==> src/design/sphlc_pkg.sv <==
`default_nettype none
// ----------------------------------------------------------------------------
// sphlc_pkg: shared types and constants of the switch press / hold LED control
// phase and mode codes, register map, reset values and the structs that
// travel between the top level and the switch state machine
// ----------------------------------------------------------------------------
package sphlc_pkg;

	// width of the tick threshold registers and of the write data
	localparam int REG_W = 16;
	localparam int IDX_W = 2;

	// default width of the tick counters
	localparam int COUNT_WIDTH_DEF = 16;

	// register indexes
	localparam logic [IDX_W-1:0] REG_DEBOUNCE   = 2'd0;
	localparam logic [IDX_W-1:0] REG_HOLD       = 2'd1;
	localparam logic [IDX_W-1:0] REG_FLASH_HALF = 2'd2;
	localparam logic [IDX_W-1:0] REG_ACTIVE_LOW = 2'd3;

	// reset values of the registers
	localparam logic [REG_W-1:0] DEBOUNCE_RST   = 16'd50;
	localparam logic [REG_W-1:0] HOLD_RST       = 16'd1000;
	localparam logic [REG_W-1:0] FLASH_HALF_RST = 16'd100;
	localparam logic             ACTIVE_LOW_RST = 1'b1;

	// switch phase
	typedef enum logic [2:0] {
		PH_IDLE      = 3'd0,
		PH_DEB_P     = 3'd1,
		PH_PRESSED   = 3'd2,
		PH_ACTION    = 3'd3,
		PH_HELD      = 3'd4,
		PH_HOLD_WAIT = 3'd5,
		PH_DEB_R     = 3'd6
	} phase_t;

	// LED mode
	typedef enum logic [1:0] {
		MODE_OFF   = 2'd0,
		MODE_ON    = 2'd1,
		MODE_FLASH = 2'd2
	} mode_t;

	// configuration as seen by the state machine
	typedef struct packed {
		logic [REG_W-1:0] debounce_ticks;
		logic [REG_W-1:0] hold_ticks;
		logic [REG_W-1:0] flash_half_ticks;
		logic             led_active_low;
	} cfg_t;

	// one result item
	typedef struct packed {
		logic       led_drive;
		logic [1:0] led_mode;
		logic       short_press;
		logic       long_press;
	} res_t;

endpackage
`default_nettype wire

==> src/design/sphlc_fsm.sv <==
`default_nettype none
// ----------------------------------------------------------------------------
// sphlc_fsm: switch debounce / hold state machine and LED mode logic
// holds the phase, tick counters, mode and flash phase; steps once per item
// ----------------------------------------------------------------------------
module sphlc_fsm #(
	parameter int COUNT_WIDTH = sphlc_pkg::COUNT_WIDTH_DEF
) (
	input  wire                 clk,
	input  wire                 arst_n,
	input  wire                 adv,
	input  wire                 sw,
	input  sphlc_pkg::cfg_t     cfg,
	output sphlc_pkg::res_t     res
);

	localparam int CMP_W = (COUNT_WIDTH > sphlc_pkg::REG_W) ? COUNT_WIDTH : sphlc_pkg::REG_W;
	localparam logic [COUNT_WIDTH-1:0] CNT_MAX = {COUNT_WIDTH{1'b1}};

	sphlc_pkg::phase_t        phase_q, phase_d;
	logic [COUNT_WIDTH-1:0]   ticks_q, ticks_d, ticks_inc;
	sphlc_pkg::mode_t         mode_q, mode_d;
	logic [COUNT_WIDTH-1:0]   fticks_q, fticks_d, fticks_inc;
	logic                     lit_q, lit_d;
	logic                     level;

	// saturating increment
	function automatic logic [COUNT_WIDTH-1:0] sat_inc(input logic [COUNT_WIDTH-1:0] c);
		return (c == CNT_MAX) ? c : c + 1'b1;
	endfunction

	// count reached threshold, threshold clipped to counter range
	function automatic logic reached(input logic [COUNT_WIDTH-1:0] c,
			input logic [sphlc_pkg::REG_W-1:0] lim);
		logic [CMP_W-1:0] c_ext;
		logic [CMP_W-1:0] l_ext;
		logic [CMP_W-1:0] m_ext;
		logic [CMP_W-1:0] t_ext;
		c_ext = CMP_W'(c);
		l_ext = CMP_W'(lim);
		m_ext = CMP_W'(CNT_MAX);
		t_ext = (l_ext > m_ext) ? m_ext : l_ext;
		return c_ext >= t_ext;
	endfunction

	assign ticks_inc  = sat_inc(ticks_q);
	assign fticks_inc = sat_inc(fticks_q);

	// next phase and phase counter
	always_comb begin
		phase_d = phase_q;
		ticks_d = ticks_q;
		unique case (phase_q)
			sphlc_pkg::PH_DEB_P: begin
				if (!sw) begin
					phase_d = sphlc_pkg::PH_IDLE;
					ticks_d = '0;
				end else if (reached(ticks_inc, cfg.debounce_ticks)) begin
					phase_d = sphlc_pkg::PH_PRESSED;
					ticks_d = '0;
				end else begin
					ticks_d = ticks_inc;
				end
			end
			sphlc_pkg::PH_PRESSED: begin
				if (!sw) begin
					phase_d = sphlc_pkg::PH_ACTION;
					ticks_d = '0;
				end else if (reached(ticks_inc, cfg.hold_ticks)) begin
					phase_d = sphlc_pkg::PH_HELD;
					ticks_d = '0;
				end else begin
					ticks_d = ticks_inc;
				end
			end
			sphlc_pkg::PH_ACTION: begin
				phase_d = sphlc_pkg::PH_DEB_R;
				ticks_d = '0;
			end
			sphlc_pkg::PH_HELD: begin
				phase_d = sphlc_pkg::PH_HOLD_WAIT;
				ticks_d = '0;
			end
			sphlc_pkg::PH_HOLD_WAIT: begin
				if (!sw) begin
					phase_d = sphlc_pkg::PH_DEB_R;
					ticks_d = '0;
				end
			end
			sphlc_pkg::PH_DEB_R: begin
				if (sw) begin
					phase_d = sphlc_pkg::PH_PRESSED;
					ticks_d = '0;
				end else if (reached(ticks_inc, cfg.debounce_ticks)) begin
					phase_d = sphlc_pkg::PH_IDLE;
					ticks_d = '0;
				end else begin
					ticks_d = ticks_inc;
				end
			end
			default: begin
				// idle, and the unused code
				phase_d = sw ? sphlc_pkg::PH_DEB_P : sphlc_pkg::PH_IDLE;
				ticks_d = '0;
			end
		endcase
	end

	// mode, flash phase and result of this item
	always_comb begin
		mode_d          = mode_q;
		fticks_d        = fticks_q;
		lit_d           = lit_q;
		res.short_press = 1'b0;
		res.long_press  = 1'b0;
		if (phase_q == sphlc_pkg::PH_ACTION) begin
			mode_d = (mode_q == sphlc_pkg::MODE_OFF) ? sphlc_pkg::MODE_ON : sphlc_pkg::MODE_OFF;
			res.short_press = 1'b1;
		end
		if (phase_q == sphlc_pkg::PH_HELD) begin
			mode_d = sphlc_pkg::MODE_FLASH;
			res.long_press = 1'b1;
		end
		unique case (mode_d)
			sphlc_pkg::MODE_FLASH: begin
				if (phase_q == sphlc_pkg::PH_HELD) begin
					// flashing starts lit
					fticks_d = '0;
					lit_d    = 1'b1;
				end else if (reached(fticks_inc, cfg.flash_half_ticks)) begin
					fticks_d = '0;
					lit_d    = ~lit_q;
				end else begin
					fticks_d = fticks_inc;
				end
				level = lit_d;
			end
			sphlc_pkg::MODE_ON: begin
				fticks_d = '0;
				lit_d    = 1'b0;
				level    = 1'b1;
			end
			default: begin
				mode_d   = sphlc_pkg::MODE_OFF;
				fticks_d = '0;
				lit_d    = 1'b0;
				level    = 1'b0;
			end
		endcase
		res.led_drive = level ^ cfg.led_active_low;
		res.led_mode  = mode_d;
	end

	always_ff @(posedge clk or negedge arst_n) begin
		if (!arst_n) begin
			phase_q  <= sphlc_pkg::PH_IDLE;
			ticks_q  <= '0;
			mode_q   <= sphlc_pkg::MODE_OFF;
			fticks_q <= '0;
			lit_q    <= 1'b0;
		end else if (adv) begin
			phase_q  <= phase_d;
			ticks_q  <= ticks_d;
			mode_q   <= mode_d;
			fticks_q <= fticks_d;
			lit_q    <= lit_d;
		end
	end

endmodule
`default_nettype wire

==> src/design/switch_press_hold_led_control.sv <==
`default_nettype none
// ----------------------------------------------------------------------------
// switch_press_hold_led_control: debounced switch with short / long press
// and LED on, off and flashing control
// ----------------------------------------------------------------------------
// Each input item is one tick carrying the raw switch sample; each item gives
// exactly one result item with the LED pin level (after polarity), the LED
// mode and one-tick short and long press pulses. The block takes one item per
// clock cycle while the receiver does not stall: a sample is captured in an
// input register, the switch state machine and mode logic run in one short
// combinational step, and the result lands in an output register. in_stall
// only rises when a result is held in the output register by out_stall and
// another item already waits in the input register. Registers (write with
// cfg_we, cfg_index, cfg_data) are 0 debounce_ticks, 1 hold_ticks,
// 2 flash_half_ticks, 3 led_active_low; write them only while no item is in
// flight. A threshold of zero acts as one, and thresholds above the counter
// range are clipped to it.
// ----------------------------------------------------------------------------
module switch_press_hold_led_control #(
	parameter int COUNT_WIDTH = sphlc_pkg::COUNT_WIDTH_DEF
) (
	input  wire                            clk,
	input  wire                            arst_n,
	// configuration write port
	input  wire                            cfg_we,
	input  wire [sphlc_pkg::IDX_W-1:0]     cfg_index,
	input  wire [sphlc_pkg::REG_W-1:0]     cfg_data,
	// input channel
	input  wire                            in_valid,
	output logic                           in_stall,
	input  wire                            switch_pressed,
	// output channel
	output logic                           out_valid,
	input  wire                            out_stall,
	output logic                           led_drive,
	output logic [1:0]                     led_mode,
	output logic                           short_press,
	output logic                           long_press
);

	sphlc_pkg::cfg_t cfg_q;

	// input stage
	logic valid_s1;
	logic sw_s1;

	// output stage
	logic            out_valid_q;
	sphlc_pkg::res_t res_q;
	sphlc_pkg::res_t res;

	logic out_free;
	logic adv;

	// output register can take a result when empty or being drained
	assign out_free = !out_valid_q || !out_stall;
	// item in the input register moves on into the output register
	assign adv      = valid_s1 && out_free;
	assign in_stall = valid_s1 && !out_free;

	// configuration registers
	always_ff @(posedge clk or negedge arst_n) begin
		if (!arst_n) begin
			cfg_q.debounce_ticks   <= sphlc_pkg::DEBOUNCE_RST;
			cfg_q.hold_ticks       <= sphlc_pkg::HOLD_RST;
			cfg_q.flash_half_ticks <= sphlc_pkg::FLASH_HALF_RST;
			cfg_q.led_active_low   <= sphlc_pkg::ACTIVE_LOW_RST;
		end else if (cfg_we) begin
			unique case (cfg_index)
				sphlc_pkg::REG_DEBOUNCE:   cfg_q.debounce_ticks   <= cfg_data;
				sphlc_pkg::REG_HOLD:       cfg_q.hold_ticks       <= cfg_data;
				sphlc_pkg::REG_FLASH_HALF: cfg_q.flash_half_ticks <= cfg_data;
				sphlc_pkg::REG_ACTIVE_LOW: cfg_q.led_active_low   <= cfg_data[0];
				default: ;
			endcase
		end
	end

	// input register: valid bit
	always_ff @(posedge clk or negedge arst_n) begin
		if (!arst_n) begin
			valid_s1 <= 1'b0;
		end else if (!in_stall) begin
			valid_s1 <= in_valid;
		end
	end

	// input register: sample
	always_ff @(posedge clk) begin
		if (in_valid && !in_stall) begin
			sw_s1 <= switch_pressed;
		end
	end

	// switch state machine, steps once per item leaving the input register
	sphlc_fsm #(
		.COUNT_WIDTH(COUNT_WIDTH)
	) u_fsm (
		.clk    (clk),
		.arst_n (arst_n),
		.adv    (adv),
		.sw     (sw_s1),
		.cfg    (cfg_q),
		.res    (res)
	);

	// output register: valid bit
	always_ff @(posedge clk or negedge arst_n) begin
		if (!arst_n) begin
			out_valid_q <= 1'b0;
		end else if (out_free) begin
			out_valid_q <= valid_s1;
		end
	end

	// output register: result item
	always_ff @(posedge clk) begin
		if (adv) begin
			res_q <= res;
		end
	end

	assign out_valid   = out_valid_q;
	assign led_drive   = res_q.led_drive;
	assign led_mode    = res_q.led_mode;
	assign short_press = res_q.short_press;
	assign long_press  = res_q.long_press;

endmodule
`default_nettype wire

==> config.mk <==
export PLATFORM = sky130hd
export DESIGN_NAME = switch_press_hold_led_control
export DESIGN_NICKNAME = d
export VERILOG_FILES = /design/src/design/sphlc_pkg.sv /design/src/design/sphlc_fsm.sv /design/src/design/switch_press_hold_led_control.sv
export SDC_FILE = /design/constraint.sdc
export NUM_CORES = 1
export LEC_CHECK = 0
export BUFFER_PORTS_ARGS = -buffer_cell sky130_fd_sc_hd__buf_2
export CAP_MARGIN = 20
export CORE_MARGIN = 10
export CORE_UTILIZATION = 45
export CTS_CLUSTER_DIAMETER = 80
export DETAILED_ROUTE_END_ITERATION = 6
export GPL_TIMING_DRIVEN = 0
export HOLD_SLACK_MARGIN = 0.03
export PLACE_DENSITY = 0.71
export SLEW_MARGIN = 20
export SYNTH_ARGS = -nofsm -noshare
export SYNTH_HDL_FRONTEND = slang
export SYNTH_HIERARCHICAL = 1
export SYNTH_SLANG_ARGS = --single-unit
export TNS_END_PERCENT = 30
==> constraint.sdc <==
create_clock -name clk -period 3.9 [get_ports clk]
set_input_delay 0.585 -clock clk [delete_from_list [all_inputs] [get_ports clk]]
set_output_delay 0.585 -clock clk [all_outputs]
set_load 0.03 [all_outputs]
=== Word level (Yosys, flattened, before mapping) ===
Index checks and enable logic that the tools add are counted.

* Eq/ne operators: 17
* Shift-type cells: 0
* Reduce and logical (&&, ||, !) cells: 17
* Bitwise gates (word level): 2
* Multiplexer cells: 34
* $mul: 0
* $add $sub $neg: 2
* Magnitude comparators: 6
* Divide/modulo/power cells: 0

{| class="wikitable"
|+ Operator list
! kind !! number
|-
| $mux W16 || 14
|-
| $pmux W16 S4 || 1
|-
| $ge A16 B16 Y1 || 3
|-
| $gt A16 B16 Y1 const B || 3
|-
| $add A16 B1 Y16 const B || 2
|-
| $eq A16 B16 Y1 const B || 2
|-
| $mux W3 || 7
|-
| $pmux W3 S6 || 1
|-
| $reduce_and A2 Y1 || 5
|-
| $eq A3 B3 Y1 const B || 3
|-
| $ne A3 B2 Y1 const B || 3
|-
| $mux W1 || 7
|-
| $eq A2 B2 Y1 const B || 3
|-
| $eq A3 B2 Y1 const B || 2
|-
| $mux W2 || 3
|-
| $reduce_and A5 Y1 || 1
|-
| $eq A2 B1 Y1 const B || 2
|-
| $logic_not A1 Y1 || 4
|-
| $logic_not A2 Y1 || 2
|-
| $eq A3 B1 Y1 const B || 1
|-
| $logic_and A1 B1 Y1 || 3
|-
| $ne A2 B2 Y1 const B || 1
|-
| $pmux W1 S2 || 1
|-
| $reduce_or A2 Y1 || 1
|-
| 3 further kinds || 3
|}

* Memory bits (read-only): 0
* Register bits after elaboration: 95
* Output and inout port bits: 7
* Latch bits: 0
* Memories kept: 0
* RAM bits: 0

=== Longest topological paths before layout ===
* Word-level depth: 7
* Depth in mapped cells: 17
* Depth with buffers taken out: 15

=== Cells and area by module ===
The synthesis kept the hierarchy.

{| class="wikitable"
|+ Modules (own cells, without submodules)
! module !! sequential area each (um^2) !! times used !! area each (um^2) !! cells an instance
|-
| sphlc_fsm || 950.9 || 1 || 3704.8 || 436
|-
| switch_press_hold_led_control || 1472.7 || 1 || 2139.6 || 119
|}

=== Worst setup path after synthesis ===
Ideal clock, no wire load.

* Path kind: flip-flop to flip-flop
* Start point: register u_fsm.ticks_q[0]
* End point: register u_fsm.phase_q[2]
* Library setup time: 0.125 ns
* Cell stages (with the launch flop): 17
* Period minus slack after synthesis: 3.553 ns
* Data arrival time: 3.428 ns
* Slack: 0.347 ns
* Buffers on the path: 1
* Data required time: 3.775 ns
* Path through: dfrtp_1 > ha_1 > and2_1 > nand4bb_1 > or2_2 > clkbuf_1 > nand4_1 > nor2_1 > xor2_1 > ha_1 > a21oi_1 > o21ai_0 > a21o_1 > a211oi_1 > nor4_4 > nand2_1 > mux2_2

* Longest elaborated chain between the ends: 5
* Elaborated cells on any way between the ends: 9

{| class="wikitable"
|+ Ends and longest elaborated chain
! element !! line !! source
|-
| from (decl) || sphlc_fsm.sv:21 || <nowiki>logic [COUNT_WIDTH-1:0] ticks_q, ticks_d, ticks_inc;</nowiki>
|-
| from (signal assigned) || sphlc_fsm.sv:163 || <nowiki>ticks_q <= ticks_d;</nowiki>
|-
| $add A16 B1 Y16 / $eq A16 B16 Y1 (equally long branches) || sphlc_fsm.sv:29 || <nowiki>return (c == CNT_MAX) ? c : c + 1'b1;</nowiki>
|-
| $mux W16 (*) || sphlc_fsm.sv:29 ||
|-
| $ge A16 B16 Y1 || sphlc_fsm.sv:43 || <nowiki>return c_ext >= t_ext;</nowiki>
|-
| $ne A3 B2 Y1 (no source line) || -- ||
|-
| $reduce_and A5 Y1 (no source line) (*) || -- ||
|-
| to (signal assigned) || sphlc_fsm.sv:156 || <nowiki>phase_q <= sphlc_pkg::PH_IDLE;</nowiki>
|-
| to (signal assigned) || sphlc_fsm.sv:162 || <nowiki>phase_q <= phase_d;</nowiki>
|-
| to (decl) || sphlc_fsm.sv:20 || <nowiki>sphlc_pkg::phase_t phase_q, phase_d;</nowiki>
|}

Every way passes the cells marked *; elsewhere a longest branch is shown, timed or not.
A chain may end at the register's enable or synchronous reset.

=== Worst setup path in the final report ===
* Start point: register u_fsm.fticks_q[3]
* End point: register u_fsm.fticks_q[4]

* Longest elaborated chain between the ends: 6
* Elaborated cells on any way between the ends: 7

{| class="wikitable"
|+ Ends and longest elaborated chain
! element !! line !! source
|-
| from (decl) || sphlc_fsm.sv:23 || <nowiki>logic [COUNT_WIDTH-1:0] fticks_q, fticks_d, fticks_inc;</nowiki>
|-
| from (signal assigned) || sphlc_fsm.sv:165 || <nowiki>fticks_q <= fticks_d;</nowiki>
|-
| $add A16 B1 Y16 / $eq A16 B16 Y1 (equally long branches) || sphlc_fsm.sv:29 ||
|-
| $mux W16 (*) || sphlc_fsm.sv:29 ||
|-
| $ge A16 B16 Y1 || sphlc_fsm.sv:43 ||
|-
| $mux W16 (*) || sphlc_fsm.sv:130 || <nowiki>end else if (reached(fticks_inc, cfg.flash_half_ticks)) begin</nowiki>
|-
| $mux W16 (*) || sphlc_fsm.sv:126 || <nowiki>if (phase_q == sphlc_pkg::PH_HELD) begin</nowiki>
|-
| $mux W16 (*) || sphlc_fsm.sv:124 || <nowiki>unique case (mode_d)</nowiki>
|}

Marked as above.

==> impl_metrics.py <==
metrics = {
    "yosys": {
        "synth_ff_type": "dfrtp_1",
        "yosys.area.top_type": "dfrtp_1",
        "ys_warn_count": 6,
        "synth_cell_type_count": 65,
        "yosysSeqAreaShare_pct": 41.5,
        "synth.avg_cell_area_um2": 10.5,
        "synth_edf_count": 6,
        "synth_top_area_share_pct": 32.5,
        "postSynthCellCount": 555,
        "synthTopCellsByArea": "dfrtp_1 (33%), ha_1 (11%), mux2_2 (10%), dfstp_2 (5.8%), inv_1 (3.8%)",
        "synth_area_mm2": 0.00584,
        "ys_ff_latch": 95,
        "synthArstFlopShare_pct": 93.7,
        "synthTopCellsByCount": "dfrtp_1 (76), inv_1 (59), mux2_2 (54)",
        "synth_most_common_cell": "dfrtp_1",
        "synth_nets": 632,
    },
    "setup_path": {
        "critPathMaxFanout": 10,
        "slowest_delay_ns": 0.51,
        "cp_data_required_time_ns": 4.16,
        "crit_type": "reg2reg",
        "crit_path_cell_trace": "clkbuf_8 > nand4_4 > nor4_4 > nand3_4 > buf_4 > xnor2_1 > ha_1 > nand2b_1 > a2111oi_0 > or4_4 > o211ai_4 > nor2_2 > buf_6 > nand2_1 > a31oi_1",
        "slowest_stage": "a2111oi_0",
        "critPathLaunchType": "register",
        "critPathArrivalTime_ns": 4.06,
        "critPathCaptureType": "register",
    },
    "routing": {
        "drtIter0Drc": 295,
        "drc": 0,
        "ant_nets": 0,
        "drtPass1Iterations": 6,
        "wl_per_cell_um": 16.7,
        "finalWirelength_um": 13100,
        "vias_per_cell": 5.61,
        "dr_total_vias": 4403,
    },
    "cts": {
        "htree_levels": 3,
        "clockBufferDepth": 2,
        "cts_tree": "yes",
        "hold_buffers": 0,
        "path_clk_slew_ns": 0.07,
        "numClockSinks": 95,
        "cts-root-buf": "clkbuf_16",
        "numCtsBuffers": 9,
        "clk_latency_ns": 0.35,
    },
    "sta": {
        "final.period_utilization_pct": 97.5,
        "drv_slew": 0,
        "fmax_mhz": 263,
        "rsz0062_at_grt": "true",
        "worstMarginPinSlew_ns": 0.823,
        "relSlewSlack_pct": 44.6,
        "skew_ns": 0.00751,
        "setup_tns_ns": 0,
        "fin_crit_ns": 3.80,
        "setup_viol": 0,
        "hold_violations": 0,
        "timing.final.ws_setup_ns": 0.0981,
    },
    "floorplanning": {
        "core.rowCount": 41,
        "die_w_um": 134,
        "dieHeight_um": 134,
        "die_area_mm2": 0.0179,
        "ios": 31,
        "core_mm2": 0.0127,
        "start_util_pct": 46.1,
    },
    "run": {
        "max_cap_violations": 0,
    },
    "placement": {
        "place_ws_ns": -0.345,
        "port_buffers": 30,
        "hpwl_um": 9740,
        "gp_congestion": 0.859,
    },
    "global_routing": {
        "grt_pass1_vias": 4389,
        "grt_max_degree": 47,
        "grt-ovfl-total": 0,
        "antenna_found_initial": 0,
        "grt_pass1_wl_um": 21700,
        "groute.usage.overall_pct": 14.8,
    },
    "final_layout": {
        "diodes": 0,
        "fin_nets": 685,
        "final_util_pct": 52.6,
        "syn_to_final_growth_pct": 14.0,
        "drive_gt1_share_pct": 26.9,
    },
    "power": {
        "ir_worst_vdd_mv": 0.265,
        "power_density_mw_per_mm2": 440,
        "power_w": 0.00293,
        "p_leak_nw": 3.22,
    },
    "worst_hold_path": {
        "hp-class": "in2async",
    },
    "outcome": {
        "outcome": "finished, final reports clean",
    },
}
-- timing repair --
action,4_1_cts,5_1_grt
pin swaps,1,4
setup buffers,4,8
gates resized for setup,5,11
endpoints found under the setup margin,23,36
endpoints found under the hold margin,0,0
-- path summary, 6_finish.rpt --
path	startpoint	endpoint	slack, ns	cells past startpoint
min	arst_n	u_fsm/fticks_q[7]	0.23	1
min in group clk	switch_pressed	sw_s1	0.41	1
max in group asynchronous	arst_n	cfg_q[26]	2.96	2
max	u_fsm/fticks_q[3]	u_fsm/fticks_q[4]	0.1	15
max reg2reg	u_fsm/fticks_q[3]	u_fsm/fticks_q[4]	0.1	15
min reg2reg	valid_s1	out_valid	0.48	1
-- registers in the layout, indices dropped and copies added (netlist names) --
register,flops
u_fsm/ticks_q,16
cfg_q,49
out_valid,1
u_fsm/lit_q,1
u_fsm/fticks_q,16
led_drive,1
short_press,1
valid_s1,1
u_fsm/mode_q,2
led_mode,2
long_press,1
u_fsm/phase_q,3
sw_s1,1
-- metrics by stage --
stage,hold slack (ns),area [um^2],instances
final,0.230,6660,785
after global routing,0.289,6660,785
after CTS,0.263,6560,777
after detailed placement,0.474,6230,758
after global placement,0.458,6210,757
after floorplan,0.289,5840,555
-- cells in the final DEF (no fill, tap or decap), drive strengths merged, types with 2 or more instances in the layout --
cell,Yosys,routed
dfrtp,76,76
inv,59,60
mux2,54,54
ha,53,53
buf,9,52
nand2,41,41
nor2,32,32
a21oi,25,25
clkbuf,6,18
o21ai,17,17
xnor2,17,17
a22o,16,16
nand3,15,15
dfstp,13,13
a31oi,11,11
nand4,10,10
a21o,8,8
xor2,7,7
edfxtp,6,6
and2,6,6
and4,6,6
nor3,6,6
and3,6,6
nand2b,5,5
o21a,5,5
o31ai,4,4
nand3b,4,4
nand4bb,3,3
mux2i,3,3
nor3b,3,3
a41oi,3,3
or2,3,3
clkinv,0,2
nor4,2,2
a2111oi,2,2
or3,2,2
o211ai,2,2
-- critical path: cells and delay by family, from the launching register on --
family	cells	cell delay [ns]
simple gates	7	1.54
compound gates	3	0.81
flops	1	0.34
xor+xnor	1	0.20
buf+inv	3	0.54
fa+ha+maj	1	0.28
-- cell families after synthesis --
group                      synth area share, %
muxes                                     10.9
DFF                                       41.5
xor gates and xnor gates                  3.60
and+or+nand+nor                           14.3
AOI/OAI and AO/OA                         12.5
adders and majority gates                 11.3
buffers and inverters                     5.87
-- per-layer routing --
layer / routed length [um] / global-route usage, % / vias up
met5: 0 / 0 / -
met4: 155 / 3.81 / 0
met3: 672 / 3.62 / 16
met2: 6220 / 24.6 / 105
met1: 6060 / 18.7 / 2181
li1: - / - / 2101
-- layout make-up --
class | instances | area (um^2)
fill | 1139 | 6010
clock inverter | 3 | 16.3
clock buffer | 13 | 260
multi-input combinational | 386 | 3140
inverter | 59 | 221
tap | 172 | 215
sequential | 95 | 2430
timing repair buffer | 43 | 263
buffer | 14 | 118
-- power by group --
part           switching [W]  internal [W]
combinational       0.000481      0.000353
clock               0.000369      0.000466
sequential         0.0000884       0.00117
Power figures use the tool's default switching activity.
